===== config.mk =====
export PLATFORM = sky130hd
export DESIGN_NAME = scale_dither_pack_mono
export DESIGN_NICKNAME = d
export VERILOG_FILES = /design/src/sdpm_pkg.sv /design/src/sdpm_front.sv /design/src/sdpm_queue.sv /design/src/sdpm_back.sv /design/src/scale_dither_pack_mono.sv
export SDC_FILE = /design/constraint.sdc
export NUM_CORES = 1
export LEC_CHECK = 0
export BUFFER_PORTS_ARGS = -buffer_cell sky130_fd_sc_hd__buf_4
export CORE_AREA = 5 5 276 278
export DETAILED_ROUTE_END_ITERATION = 8
export DIE_AREA = 0 0 281 283
export PLACE_DENSITY = 0.47
export SLEW_MARGIN = 20
export SYNTH_ARGS = -nofsm -noshare
export SYNTH_HDL_FRONTEND = slang
export SYNTH_SLANG_ARGS = --single-unit

===== constraint.sdc =====
create_clock -name clk -period 6.72 [get_ports clk]
set_input_delay 1.344 -clock clk [delete_from_list [all_inputs] [get_ports clk]]
set_output_delay 1.344 -clock clk [all_outputs]
set_load 0.02 [all_outputs]

===== src/sdpm_pkg.sv =====
// ----------------------------------------------------------------------------
// sdpm_pkg
// Shared constants, command type and pixel math for the scale, dither and
// pack block.
// ----------------------------------------------------------------------------
`default_nettype none

package sdpm_pkg;

  localparam int SRC_WIDTH    = 160;
  localparam int SRC_HEIGHT   = 144;
  localparam int OUT_WIDTH_PX = (SRC_WIDTH * 3 + 1) / 2;
  localparam int ROW_BYTES    = (OUT_WIDTH_PX + 7) / 8;

  localparam int COL_W = $clog2(SRC_WIDTH);
  localparam int ROW_W = $clog2(SRC_HEIGHT);
  localparam int AW    = $clog2(ROW_BYTES);
  localparam int IDX_W = $clog2(ROW_BYTES + 1);

  localparam int QDEPTH = 4;
  localparam int QAW    = $clog2(QDEPTH);

  localparam logic [3:0] BAYER [16] = '{
    4'd0,  4'd8,  4'd2,  4'd10,
    4'd12, 4'd4,  4'd14, 4'd6,
    4'd3,  4'd11, 4'd1,  4'd9,
    4'd15, 4'd7,  4'd13, 4'd5
  };

  // bytes closed by one pixel, in output order
  typedef struct packed {
    logic [7:0] byte0;
    logic [7:0] dup0;
    logic [7:0] byte1;
    logic [7:0] dup1;
    logic       two;
    logic       row_end;
    logic       even_row;
    logic       eof;
  } sdpm_cmd_t;

  function automatic logic [7:0] bayer_thr(input logic [1:0] y, input logic [1:0] x);
    return {BAYER[{y, x}], 4'h8};
  endfunction

  function automatic logic [7:0] luma(input logic [14:0] p);
    logic [12:0] sum;
    sum = 13'(p[14:10]) * 13'd77 + 13'(p[9:5]) * 13'd151 + 13'(p[4:0]) * 13'd28;
    return sum[12:5];
  endfunction

endpackage

`default_nettype wire


===== src/sdpm_front.sv =====
// ----------------------------------------------------------------------------
// sdpm_front
// Takes source pixels, dithers the one or two output pixels of each for one
// or both rows, packs bits and issues a command for every closed byte group.
// ----------------------------------------------------------------------------
`default_nettype none

module sdpm_front import sdpm_pkg::*; (
  input  wire logic        clk,
  input  wire logic        rst_n,
  input  wire logic        in_tvalid,
  output logic             in_tready,
  input  wire logic [14:0] pixel,
  input  wire logic        q_full,
  output logic             q_push,
  output sdpm_cmd_t        q_cmd
);

  logic [COL_W-1:0] col_r, col_nxt;
  logic [ROW_W-1:0] row_r, row_nxt;
  logic [7:0]       main_r, main_nxt;
  logic [7:0]       dup_r, dup_nxt;
  logic [2:0]       cnt_r, cnt_nxt;

  logic             accept;
  logic [7:0]       lum;
  logic             even_col, even_row, row_end, frame_end;
  logic [COL_W+1:0] bx_full;
  logic [ROW_W+1:0] by_full;
  logic [1:0]       bx, bx1, by, by1;
  logic             dm0, dm1, dd0, dd1;
  logic [7:0]       mask0, mask1, m1, u1, m2, u2;
  logic [3:0]       cnt1, cnt2;
  logic             close_loop;
  logic [7:0]       cl_byte, cl_dup;

  assign accept    = in_tvalid && in_tready;
  assign in_tready = !q_full;

  always_comb begin
    lum       = luma(pixel);
    even_col  = !col_r[0];
    even_row  = !row_r[0];
    row_end   = (col_r == COL_W'(SRC_WIDTH - 1));
    frame_end = row_end && (row_r == ROW_W'(SRC_HEIGHT - 1));
    bx_full   = {1'b0, col_r, 1'b0} + {2'b00, col_r} + (COL_W+2)'(1);
    by_full   = {1'b0, row_r, 1'b0} + {2'b00, row_r} + (ROW_W+2)'(1);
    bx        = bx_full[2:1];
    by        = by_full[2:1];
    bx1       = bx + 2'd1;
    by1       = by + 2'd1;
    dm0       = lum < bayer_thr(by, bx);
    dm1       = lum < bayer_thr(by, bx1);
    dd0       = even_row && (lum < bayer_thr(by1, bx));
    dd1       = even_row && (lum < bayer_thr(by1, bx1));

    close_loop = 1'b0;
    cl_byte    = 8'd0;
    cl_dup     = 8'd0;

    // first output pixel
    mask0 = 8'h80 >> cnt_r;
    m1    = main_r | (dm0 ? mask0 : 8'd0);
    u1    = dup_r | (dd0 ? mask0 : 8'd0);
    cnt1  = {1'b0, cnt_r} + 4'd1;
    if (cnt1 == 4'd8) begin
      close_loop = 1'b1;
      cl_byte    = m1;
      cl_dup     = u1;
      m1         = 8'd0;
      u1         = 8'd0;
      cnt1       = 4'd0;
    end

    // doubled pixel of an even column
    mask1 = 8'h80 >> cnt1[2:0];
    m2    = m1;
    u2    = u1;
    cnt2  = cnt1;
    if (even_col) begin
      m2   = m1 | (dm1 ? mask1 : 8'd0);
      u2   = u1 | (dd1 ? mask1 : 8'd0);
      cnt2 = cnt1 + 4'd1;
      if (cnt2 == 4'd8) begin
        close_loop = 1'b1;
        cl_byte    = m2;
        cl_dup     = u2;
        m2         = 8'd0;
        u2         = 8'd0;
        cnt2       = 4'd0;
      end
    end

    q_cmd          = '0;
    q_cmd.row_end  = row_end;
    q_cmd.even_row = even_row;
    q_cmd.eof      = frame_end;
    if (close_loop) begin
      q_cmd.byte0 = cl_byte;
      q_cmd.dup0  = cl_dup;
      q_cmd.byte1 = m2;
      q_cmd.dup1  = u2;
      q_cmd.two   = row_end && (cnt2 != 4'd0);
    end else begin
      q_cmd.byte0 = m2;
      q_cmd.dup0  = u2;
    end
    q_push = accept && (close_loop || row_end);

    col_nxt  = col_r + COL_W'(1);
    row_nxt  = row_r;
    main_nxt = m2;
    dup_nxt  = u2;
    cnt_nxt  = cnt2[2:0];
    if (row_end) begin
      col_nxt  = '0;
      row_nxt  = frame_end ? '0 : row_r + ROW_W'(1);
      main_nxt = 8'd0;
      dup_nxt  = 8'd0;
      cnt_nxt  = 3'd0;
    end
  end

  always_ff @(posedge clk) begin
    if (!rst_n) begin
      col_r  <= '0;
      row_r  <= '0;
      main_r <= 8'd0;
      dup_r  <= 8'd0;
      cnt_r  <= 3'd0;
    end else if (accept) begin
      col_r  <= col_nxt;
      row_r  <= row_nxt;
      main_r <= main_nxt;
      dup_r  <= dup_nxt;
      cnt_r  <= cnt_nxt;
    end
  end

`ifndef SYNTHESIS
  a_col_range: assert property (@(posedge clk) disable iff (!rst_n)
    col_r <= COL_W'(SRC_WIDTH - 1))
    else $error("column past row end");
  a_row_range: assert property (@(posedge clk) disable iff (!rst_n)
    row_r <= ROW_W'(SRC_HEIGHT - 1))
    else $error("row past frame end");
  a_row_end_push: assert property (@(posedge clk) disable iff (!rst_n)
    accept && row_end |-> q_push)
    else $error("row end without command");
`endif

endmodule

`default_nettype wire


===== src/sdpm_queue.sv =====
// ----------------------------------------------------------------------------
// sdpm_queue
// Short command queue between the front and the back.
// ----------------------------------------------------------------------------
`default_nettype none

module sdpm_queue import sdpm_pkg::*; (
  input  wire logic      clk,
  input  wire logic      rst_n,
  input  wire logic      push,
  input  wire sdpm_cmd_t push_cmd,
  output logic           full,
  input  wire logic      pop,
  output sdpm_cmd_t      pop_cmd,
  output logic           empty
);

  sdpm_cmd_t      slot_r [QDEPTH];
  logic [QAW:0]   wr_ptr_r, rd_ptr_r;

  assign empty   = (wr_ptr_r == rd_ptr_r);
  assign full    = (wr_ptr_r[QAW-1:0] == rd_ptr_r[QAW-1:0]) && (wr_ptr_r[QAW] != rd_ptr_r[QAW]);
  assign pop_cmd = slot_r[rd_ptr_r[QAW-1:0]];

  always_ff @(posedge clk) begin
    if (push) begin
      slot_r[wr_ptr_r[QAW-1:0]] <= push_cmd;
    end
  end

  always_ff @(posedge clk) begin
    if (!rst_n) begin
      wr_ptr_r <= '0;
      rd_ptr_r <= '0;
    end else begin
      if (push) begin
        wr_ptr_r <= wr_ptr_r + (QAW+1)'(1);
      end
      if (pop) begin
        rd_ptr_r <= rd_ptr_r + (QAW+1)'(1);
      end
    end
  end

`ifndef SYNTHESIS
  a_no_overflow: assert property (@(posedge clk) disable iff (!rst_n)
    push |-> !full)
    else $error("push into full queue");
  a_no_underflow: assert property (@(posedge clk) disable iff (!rst_n)
    pop |-> !empty)
    else $error("pop from empty queue");
  a_fill_bound: assert property (@(posedge clk) disable iff (!rst_n)
    (wr_ptr_r - rd_ptr_r) <= (QAW+1)'(QDEPTH))
    else $error("queue fill out of range");
`endif

endmodule

`default_nettype wire


===== src/sdpm_back.sv =====
// ----------------------------------------------------------------------------
// sdpm_back
// Sends the bytes of each command, keeps the duplicate row in a byte store
// and sends that store whole at the end of an even source row.
// ----------------------------------------------------------------------------
`default_nettype none

module sdpm_back import sdpm_pkg::*; (
  input  wire logic      clk,
  input  wire logic      rst_n,
  input  wire logic      q_empty,
  input  wire sdpm_cmd_t q_cmd,
  output logic           q_pop,
  output logic           out_tvalid,
  input  wire logic      out_tready,
  output logic [7:0]     out_byte,
  output logic           out_last,
  output logic           out_eof
);

  typedef enum logic [1:0] {
    S_IDLE,
    S_MAIN,
    S_FLUSH_RD,
    S_FLUSH
  } state_t;

  state_t           state_r;
  sdpm_cmd_t        cmd_r;
  logic             sel_r;
  logic [IDX_W-1:0] wr_idx_r;
  logic [AW-1:0]    rd_addr_r;
  logic [7:0]       rd_data_r;
  logic             out_valid_r;
  logic [7:0]       out_byte_r;
  logic             out_last_r;
  logic             out_eof_r;

  logic [7:0]       mem [ROW_BYTES];

  logic             out_free;
  logic             last_main;
  logic             flush;
  logic             we;
  logic             load;
  logic [7:0]       wdata;

  assign out_free   = !out_valid_r || out_tready;
  assign last_main  = !cmd_r.two || sel_r;
  assign flush      = cmd_r.row_end && cmd_r.even_row;
  assign we         = (state_r == S_MAIN) && out_free && cmd_r.even_row;
  assign load       = out_free && ((state_r == S_MAIN) || (state_r == S_FLUSH));
  assign wdata      = sel_r ? cmd_r.dup1 : cmd_r.dup0;
  assign q_pop      = (state_r == S_IDLE) && !q_empty;
  assign out_tvalid = out_valid_r;
  assign out_byte   = out_byte_r;
  assign out_last   = out_last_r;
  assign out_eof    = out_eof_r;

  always_ff @(posedge clk) begin
    if (we) begin
      mem[wr_idx_r[AW-1:0]] <= wdata;
    end
    rd_data_r <= mem[rd_addr_r];
  end

  always_ff @(posedge clk) begin
    if (!rst_n) begin
      state_r     <= S_IDLE;
      sel_r       <= 1'b0;
      wr_idx_r    <= '0;
      rd_addr_r   <= '0;
      out_valid_r <= 1'b0;
      out_last_r  <= 1'b0;
      out_eof_r   <= 1'b0;
    end else begin
      if (load) begin
        out_valid_r <= 1'b1;
      end else if (out_tready) begin
        out_valid_r <= 1'b0;
      end
      case (state_r)
        S_IDLE: begin
          if (!q_empty) begin
            cmd_r   <= q_cmd;
            sel_r   <= 1'b0;
            state_r <= S_MAIN;
          end
        end
        S_MAIN: begin
          if (out_free) begin
            out_byte_r  <= sel_r ? cmd_r.byte1 : cmd_r.byte0;
            out_last_r  <= last_main && !flush;
            out_eof_r   <= last_main && !flush && cmd_r.eof;
            if (last_main && cmd_r.row_end) begin
              wr_idx_r <= '0;
            end else if (cmd_r.even_row) begin
              wr_idx_r <= wr_idx_r + IDX_W'(1);
            end
            if (!last_main) begin
              sel_r <= 1'b1;
            end else begin
              if (flush) begin
                rd_addr_r <= '0;
                state_r   <= S_FLUSH_RD;
              end else begin
                state_r <= S_IDLE;
              end
            end
          end
        end
        S_FLUSH_RD: begin
          state_r <= S_FLUSH;
        end
        S_FLUSH: begin
          if (out_free) begin
            out_byte_r  <= rd_data_r;
            out_last_r  <= (rd_addr_r == AW'(ROW_BYTES - 1));
            out_eof_r   <= (rd_addr_r == AW'(ROW_BYTES - 1)) && cmd_r.eof;
            if (rd_addr_r == AW'(ROW_BYTES - 1)) begin
              state_r <= S_IDLE;
            end else begin
              rd_addr_r <= rd_addr_r + AW'(1);
              state_r   <= S_FLUSH_RD;
            end
          end
        end
        default: begin
          state_r <= S_IDLE;
        end
      endcase
    end
  end

`ifndef SYNTHESIS
  a_eof_is_last: assert property (@(posedge clk) disable iff (!rst_n)
    out_valid_r && out_eof_r |-> out_last_r)
    else $error("frame end on a byte that is not last");
  a_wr_idx_range: assert property (@(posedge clk) disable iff (!rst_n)
    wr_idx_r <= IDX_W'(ROW_BYTES))
    else $error("row store index out of range");
  a_flush_after_row: assert property (@(posedge clk) disable iff (!rst_n)
    (state_r == S_FLUSH_RD) && (rd_addr_r == '0) |-> (wr_idx_r == '0))
    else $error("flush started with row index not cleared");
  a_busy_holds_queue: assert property (@(posedge clk) disable iff (!rst_n)
    (state_r != S_IDLE) |-> !q_pop)
    else $error("command taken while busy");
`endif

endmodule

`default_nettype wire


===== src/scale_dither_pack_mono.sv =====
// ----------------------------------------------------------------------------
// scale_dither_pack_mono
// 1.5x nearest neighbour upscale, 4x4 ordered dither and msb-first packing
// of an rgb555 frame into a 1-bit picture, 30 bytes per output row.
// ----------------------------------------------------------------------------
// channel   dir   tdata                     tlast          tuser
// in_       in    [14:0] pixel_rgb555       -              -
// out_      out   [7:0] mono_byte           last_of_run    end_of_frame
//
// the front takes one pixel per cycle while the command queue has room
// the back takes a new command only once all bytes of the last are sent
// the duplicate row flush reads each stored byte in S_FLUSH_RD, sends it in
// S_FLUSH, and the input stalls once the queue fills meanwhile
// rst_n is synchronous; the row store is not cleared and needs no sweep
// the output register frees the back as soon as a byte is taken
// ----------------------------------------------------------------------------
`default_nettype none

module scale_dither_pack_mono import sdpm_pkg::*; (
  input  wire logic        clk,
  input  wire logic        rst_n,
  input  wire logic        in_tvalid,
  output logic             in_tready,
  input  wire logic [15:0] in_tdata,   // [14:0] pixel_rgb555
  output logic             out_tvalid,
  input  wire logic        out_tready,
  output logic [7:0]       out_tdata,  // [7:0] mono_byte
  output logic             out_tlast,
  output logic             out_tuser   // [0] end_of_frame
);

  sdpm_cmd_t push_cmd;
  sdpm_cmd_t pop_cmd;
  logic      q_push;
  logic      q_pop;
  logic      q_full;
  logic      q_empty;

  sdpm_front u_front (
    .clk       (clk),
    .rst_n     (rst_n),
    .in_tvalid (in_tvalid),
    .in_tready (in_tready),
    .pixel     (in_tdata[14:0]),
    .q_full    (q_full),
    .q_push    (q_push),
    .q_cmd     (push_cmd)
  );

  sdpm_queue u_queue (
    .clk      (clk),
    .rst_n    (rst_n),
    .push     (q_push),
    .push_cmd (push_cmd),
    .full     (q_full),
    .pop      (q_pop),
    .pop_cmd  (pop_cmd),
    .empty    (q_empty)
  );

  sdpm_back u_back (
    .clk        (clk),
    .rst_n      (rst_n),
    .q_empty    (q_empty),
    .q_cmd      (pop_cmd),
    .q_pop      (q_pop),
    .out_tvalid (out_tvalid),
    .out_tready (out_tready),
    .out_byte   (out_tdata),
    .out_last   (out_tlast),
    .out_eof    (out_tuser)
  );

endmodule

`default_nettype wire


==> flow_summary.yaml, run 1 <==
outcome:
  status: "finished, final reports clean"
clock_tree:
  clk_latency_ns: 0.59
  numClockSinks: 493
  root_buffer: "clkbuf_16"
  clockBufferDepth: 3
  cts_hold_buf: 0
  clk_pin_slew_ns: 0.06
  cts_buffers: 53
  tritoncts: "done"
  htree_num_levels: 2
setup_path:
  crit_required_ns: 7.21
  cp-start-kind: "input pin"
  worstSetupPathType: "in -> reg"
  reg2reg_depth: 9
  worst_setup_path_end_kind: "flip-flop"
  critPathMaxFanout: 4
  critical_path_arrival_ns: 7.17
routing:
  final_antenna_net_count: 0
  drc: 0
  vias_per_cell: 4.67
  first_iter_violations: 672
  drt_pass1_iterations: 5
  drt_wl_total_um: 47600
  wl_per_cell_um: 19.1
  vias: 11700
global_route:
  grt_max_degree: 46
  track_usage_pct: 11.9
  grt_overflow: 0
  first_global_vias: 12300
  antenna_found_initial: 0
  grt_pass1_wl_um: 73700
floorplanning:
  core-area_um2: 73700
  num_rows: 100
  die_w_um: 281
  boundaryPins: 32
  dieHeight_um: 283
  dieArea_um2: 79500
  initial_core_util_pct: 29.6
yosys:
  ys_seq_area_share_pct: 64.8
  synthDistinctLibCells: 68
  synth_edf_count: 428
  ys_top_cells_by_area: "edfxtp_1 (59%), mux4_2 (11%), dfxtp_1 (6.0%), ha_1 (4.6%), fa_1 (3.3%)"
  synth-seq-cells: 493
  synth_top_area_share_pct: 58.9
  synth_ff_type: "edfxtp_1"
  netlist.top_cell.by_area: "edfxtp_1"
  async_flop_share_pct: 0
  syn_avg_cell_area_um2: 16.2
  yosys_warnings: 0
  syn_area_um2: 21800
  syn_inst: 1344
sta:
  worst_pin_slew_ns: 1.14
  finClkSkew_ns: 0.0237
  finalHoldViolations: 0
  period_share_pct: 99.5
  timing.hold.ws_ns: 0.487
  report.final.slew_viol_count: 0
  fin_crit_ns: 6.69
  rsz0062_at_grt: "true"
  finalSetupViolCount: 0
  fmax_mhz: 150
  slew_headroom_pct: 23.6
pwr:
  power-per-cell-area_nw_per_um2: 394
  p_leak_nw: 8.89
  power_mw: 10.3
  vdd_drop_max_uv: 240
finish:
  fillers: 6941
  fin_area_um2: 26100
  stdcell_count: 2494
  fin_nets: 1618
  area_delta_synth_final_pct: 19.4
  antenna_cells: 0
  drive_gt1_share_pct: 27.4
min_path:
  hold_path.class: "reg -> reg"
  worstHoldPathCells: 2
place:
  place_area_um2: 23800
  dp_cells: 2379
  io_buffers: 30
  hpwl_um: 31400
  place.gp.congestion: 0.795
flow_run:
  cap_violations: 0
## worst max-delay path, stage by stage
cell and delay, ns:
buf_6 0.11, fa_1 0.55, buf_4 0.11, inv_2 0.03, fa_2 0.43, xnor2_4 0.15
fa_1 0.47, fa_1 0.49, inv_1 0.05, fa_1 0.47, inv_1 0.04, ha_1 0.28
and2_4 0.15, o21ai_4 0.15, o21ba_4 0.20, o21ai_4 0.08, xor2_2 0.19, ha_1 0.32
buf_6 0.13, a21o_1 0.20, a2111oi_4 0.32, buf_4 0.16, o211ai_1 0.19, or2_4 0.33
a221oi_2 0.24
## state kept, by name (all words and copies together) (netlist names), 2 cells and up
signal and flops:
u_front.row_r 8, u_back.mem 240, u_back.rd_addr_r 5, u_queue.wr_ptr_r 3
u_front.cnt_r 3, u_back.rd_data_r 8, u_front.main_r 8, u_front.col_r 8
u_queue.rd_ptr_r 3, u_back.wr_idx_r 5, u_back.state_r 2, u_back.out_byte 8
u_front.dup_r 8, u_back.cmd_r 36, u_queue.slot_r 144
## Yosys cell counts (4+ instances only)
cell and instances:
xnor2_1 18, mux2i_1 12, a31oi_1 8, nor2_1 113, buf_1 7, nand3_1 16, nand2_1 43, edfxtp_1 428
fa_1 36, xor2_1 18, and3_1 7, or3_1 4, or4_1 4, or2_2 5, ha_1 80, clkbuf_1 34
mux4_2 108, nand4_1 13, and4_1 4, nand4b_1 4, and2_1 5, nor3_1 10, a211o_1 5, inv_1 101
o21ai_0 21, nand2b_1 8, nor4_1 5, o211ai_1 5, o21bai_1 4, dfxtp_1 65, a221o_1 9, a21o_1 5
a21oi_1 43, nor2b_1 5, o31ai_1 7, mux2_2 26, buf_2 9
## layer usage
layer,share of wire (%),GRT usage (%)
met1,44,15.4
met2,51,20.7
met3,3.4,1.84
met4,2.2,3.26
met5,0,0
## final cells by class
cell class	instances	area, µm²	share of cell area (%)
Inverter	102	383	1.47
Multi-Input combinational cell	717	7670	29.4
Tap cell	969	1210	4.65
Sequential cell	493	14200	54.3
Clock buffer	64	1400	5.36
Timing Repair Buffer	115	921	3.53
Clock inverter	34	338	1.30
## cell families (layout without fill, tap and decap cells)
kind of cell / count (synthesis) / after routing / share of synthesized area (%)
AO/OA/AOI/OAI: 139 / 139 / 4.34
XOR/XNOR: 36 / 36 / 1.44
adder cells (fa/ha/maj): 116 / 116 / 7.88
buffers and inverters: 157 / 315 / 2.89
flip-flops: 493 / 493 / 64.8
multiplexers: 146 / 146 / 13.0
other: 1 / 24 / 0.0172
AND/OR/NAND/NOR: 256 / 256 / 5.59
## path summary, 6_finish.rpt
check | startpoint | endpoint | slack [ns]
worst max-delay path | in_tdata[2] | u_front.dup_r[2]$_SDFFE_PN0P_ | 0.03
worst min-delay path | u_front.dup_r[5]$_SDFFE_PN0P_ | u_front.dup_r[5]$_SDFFE_PN0P_ | 0.49
worst max register to register | u_front.cnt_r[2]$_SDFFE_PN0P_ | u_queue.slot_r[3][26]$_DFFE_PP_ | 2.05
worst min register to register | u_front.dup_r[5]$_SDFFE_PN0P_ | u_front.dup_r[5]$_SDFFE_PN0P_ | 0.49
## metrics by stage
stage	utilization [%]	setup TNS, ns	worst slack (ns)
5_1_grt	35.4	-5.75	-0.166
3_3_place_gp	32.3	-91.28	-0.914
3_5_place_dp	32.3	-89.77	-0.906
6_report	35.4	0	0.0328
2_1_floorplan	-	-12.54	-0.246
4_1_cts	34.9	-0.0441	-0.0351
## repair_timing
action | in CTS | in global routing
gates resized for setup | 21 | 64
endpoints found under the setup margin | 115 | 120
buffers inserted | 9 | 10
pin swaps | 33 | 41
## power breakdown
part           leakage [nW]  switching (mW)  internal, mW
registers              4.48          0.0601          3.60
logic                  3.56            1.91          1.81
clock network         0.855            1.18          1.71
## layout by cell type (no fill, tap or decap), types with 11 or more instances in the layout
cell       synthesis  final
a21oi_1           43     36
buf_4              2    102
buf_6              3     12
clkbuf_16          0     54
clkinv_2           0     14
conb_1             1     24
dfxtp_1           65     59
edfxtp_1         428    428
fa_1              36     35
ha_1              80     71
inv_1            101     96
mux2_2            26     26
mux2i_1           12     12
mux4_2           108    108
nand2_1           43     43
nand3_1           16     15
nand4_1           13     13
nor2_1           113    100
nor2_4             0     11
o21ai_0           21     13
xnor2_1           18     16
xor2_1            18     16
Note: power is estimated with default switching activity, not from simulation.
==> run 2, diff against run 1 <==
CORE_AREA = 5 5 206 208   (was 5 5 276 278)
DIE_AREA = 0 0 211 213   (was 0 0 281 283)
PLACE_DENSITY = 0.75   (was 0.47)
==> flow_summary.yaml, run 2 (synthesis results as in run 1) <==
outcome:
  status: "finished, violations left"
  violations: "capacitance limit, slew limit, setup timing"
place:
  place.gp.congestion: 0.856
  dp_cells: 1933
  place_ws_ns: -0.741
  hpwl_um: 27800
  io_buffers: 30
  place_area_um2: 23200
clock_tree:
  clk_latency_ns: 0.56
  htree_num_levels: 2
  cts_buffers: 48
  clk_pin_slew_ns: 0.07
  root_buffer: "clkbuf_16"
  clockBufferDepth: 3
  numClockSinks: 493
  tritoncts: "done"
  cts_hold_buf: 0
sta:
  fin_crit_ns: 6.86
  rsz0062_at_grt: "true"
  slew_headroom_pct: -0.260
  period_share_pct: 102
  final.setup.worst_slack_ns: -0.141
  worst_pin_slew_ns: 1.50
  finClkSkew_ns: 0.0159
  report.final.slew_viol_count: 1
  fmax_mhz: 146
  finalSetupViolCount: 70
  finalHoldViolations: 0
setup_path:
  critical_path_arrival_ns: 7.13
  crit_start: "in_tdata[2]"
  worstSetupPathType: "in -> reg"
  crit-reg2reg-launch: "u_front.cnt_r[2]$_SDFFE_PN0P_"
  crit_cells: 24
  crit_required_ns: 6.99
  path_buf_inv: 5
  reg2reg_depth: 9
  cp_slowest_cell: "fa_1"
  critPathMaxFanout: 6
  crit_path_max_incr_delay_ns: 0.53
  cp_common_cell: "fa_1"
  crit_family: "adder cells"
  crit_chain: "buf_8 -> fa_1 -> ha_2 -> inv_2 -> fa_2 -> xnor2_4 -> fa_1 -> fa_1 -> inv_1 -> fa_1 -> inv_1 -> ha_1 -> and2_4 -> o21ai_4 -> o21ba_4 -> o21ai_4 -> a21oi_1 -> xnor2_2 -> ha_2 -> nand4_1 -> o21ai_4 -> buf_4 -> nor2_4 -> a221o_1"
  r2r_slack_ns: 2.28
  worst_setup_path_end_kind: "flip-flop"
  cp-start-kind: "input pin"
routing:
  drc: 0
  drt_pass1_iterations: 7
  vias_per_cell: 5.80
  drt_wl_total_um: 43900
  first_iter_violations: 1232
  wl_per_cell_um: 21.5
  vias: 11800
  final_antenna_net_count: 0
finish:
  drive_gt1_share_pct: 26.5
  fin_area_um2: 25300
  antenna_cells: 0
  layout_common_cells: "edfxtp_1 (428), mux4_2 (108), nor2_1 (101)"
  largest_register_ffs: 240
  final_common_cell: "edfxtp_1"
  area_delta_synth_final_pct: 15.9
  postLayoutCoreUtil_pct: 62.7
  fin_nets: 1606
  stdcell_count: 2041
pwr:
  p_leak_nw: 8.74
  vdd_drop_max_uv: 300
  power_mw: 9.98
  power-per-cell-area_nw_per_um2: 394
global_route:
  grt_pass1_wl_um: 67700
  grt_max_degree: 61
  track_usage_pct: 19.4
  grt.busiest_layer: "met2"
  first_global_vias: 12200
  met2_usage_pct: 34.0
  use_met3_pct: 2.97
  met1_usage_pct: 25.2
  grt_overflow: 0
  antenna_found_initial: 0
min_path:
  min_from: "u_front.dup_r[1]$_SDFFE_PN0P_"
  worstHoldPathCells: 2
  hold_path.class: "reg -> reg"
floorplanning:
  boundaryPins: 32
  dieArea_um2: 44900
  die_w_um: 211
  num_rows: 74
  initial_core_util_pct: 54.1
  core-area_um2: 40400
  dieHeight_um: 213
flow_run:
  cap_violations: 1
## run 2: cell types whose count changed in the layout (fill, tap and decap cells not counted), moves of 4 or more
| cell | change |
|---|---|
| inv_1 | +4 |
| clkbuf_16 | -5 |
| buf_4 | -12 |
| inv_2 | -4 |
| clkinv_2 | -4 |
| and3_4 | +4 |
| and3_1 | -4 |
| nor4_2 | +4 |
| bufinv_16 | -5 |
## run 2: repair_timing
item,in CTS,in global routing
buffers inserted,5,19
gates resized for setup,27,73
pin swaps,29,43
setup endpoints to repair,114,120
hold endpoints to repair,0,0
## run 2: per-layer routing
| metal | vias up | wire [µm] |
|---|---|---|
| met3 | 84 | 2300 |
| met5 | - | 0 |
| met4 | 0 | 1390 |
| met2 | 386 | 22800 |
| li1 | 5375 | - |
| met1 | 6002 | 17400 |
## run 2: path summary, 6_finish.rpt
kind,endpoint
setup / recovery,u_queue.slot_r[1][24]$_DFFE_PP_
hold / removal,u_front.dup_r[1]$_SDFFE_PN0P_
setup reg to reg,u_queue.slot_r[3][33]$_DFFE_PP_
hold reg to reg,u_front.dup_r[1]$_SDFFE_PN0P_
## run 2: where the power goes
| part | internal, mW | switching [mW] | leakage [nW] | total, mW |
|---|---|---|---|---|
| registers | 3.60 | 0.0531 | 4.47 | 3.65 |
| logic | 1.85 | 1.95 | 3.54 | 3.81 |
| clock network | 1.41 | 1.11 | 0.724 | 2.52 |
| total | 6.86 | 3.12 | 8.74 | 9.98 |
## run 2: metrics by stage
step,setup TNS (ns),hold slack [ns]
after global placement,-68.56,0.436
final,-2.67,0.480
after global routing,-22.37,0.505
after floorplan,-12.54,0.425
after CTS,-1.19,0.455
after detailed placement,-77.55,0.444
## run 2: area by class of cell
| type | count | area, µm² |
|---|---|---|
| timing repair buffer | 108 | 895 |
| multi-input combinational | 717 | 7720 |
| clock buffer | 61 | 1290 |
| clock inverter | 28 | 194 |
| fill | 2894 | 15100 |
| sequential | 493 | 14200 |
| inverter | 102 | 383 |
| tap | 532 | 666 |
## run 2: worst register-to-register path, stage by stage, from the launching register on
cell	delay, ns
dfxtp_1	0.69
inv_1	0.30
ha_1	0.65
inv_1	0.19
ha_1	0.34
nand2b_1	0.19
a211o_1	0.35
a31o_1	0.45
nor2_4	0.42
buf_4	0.48
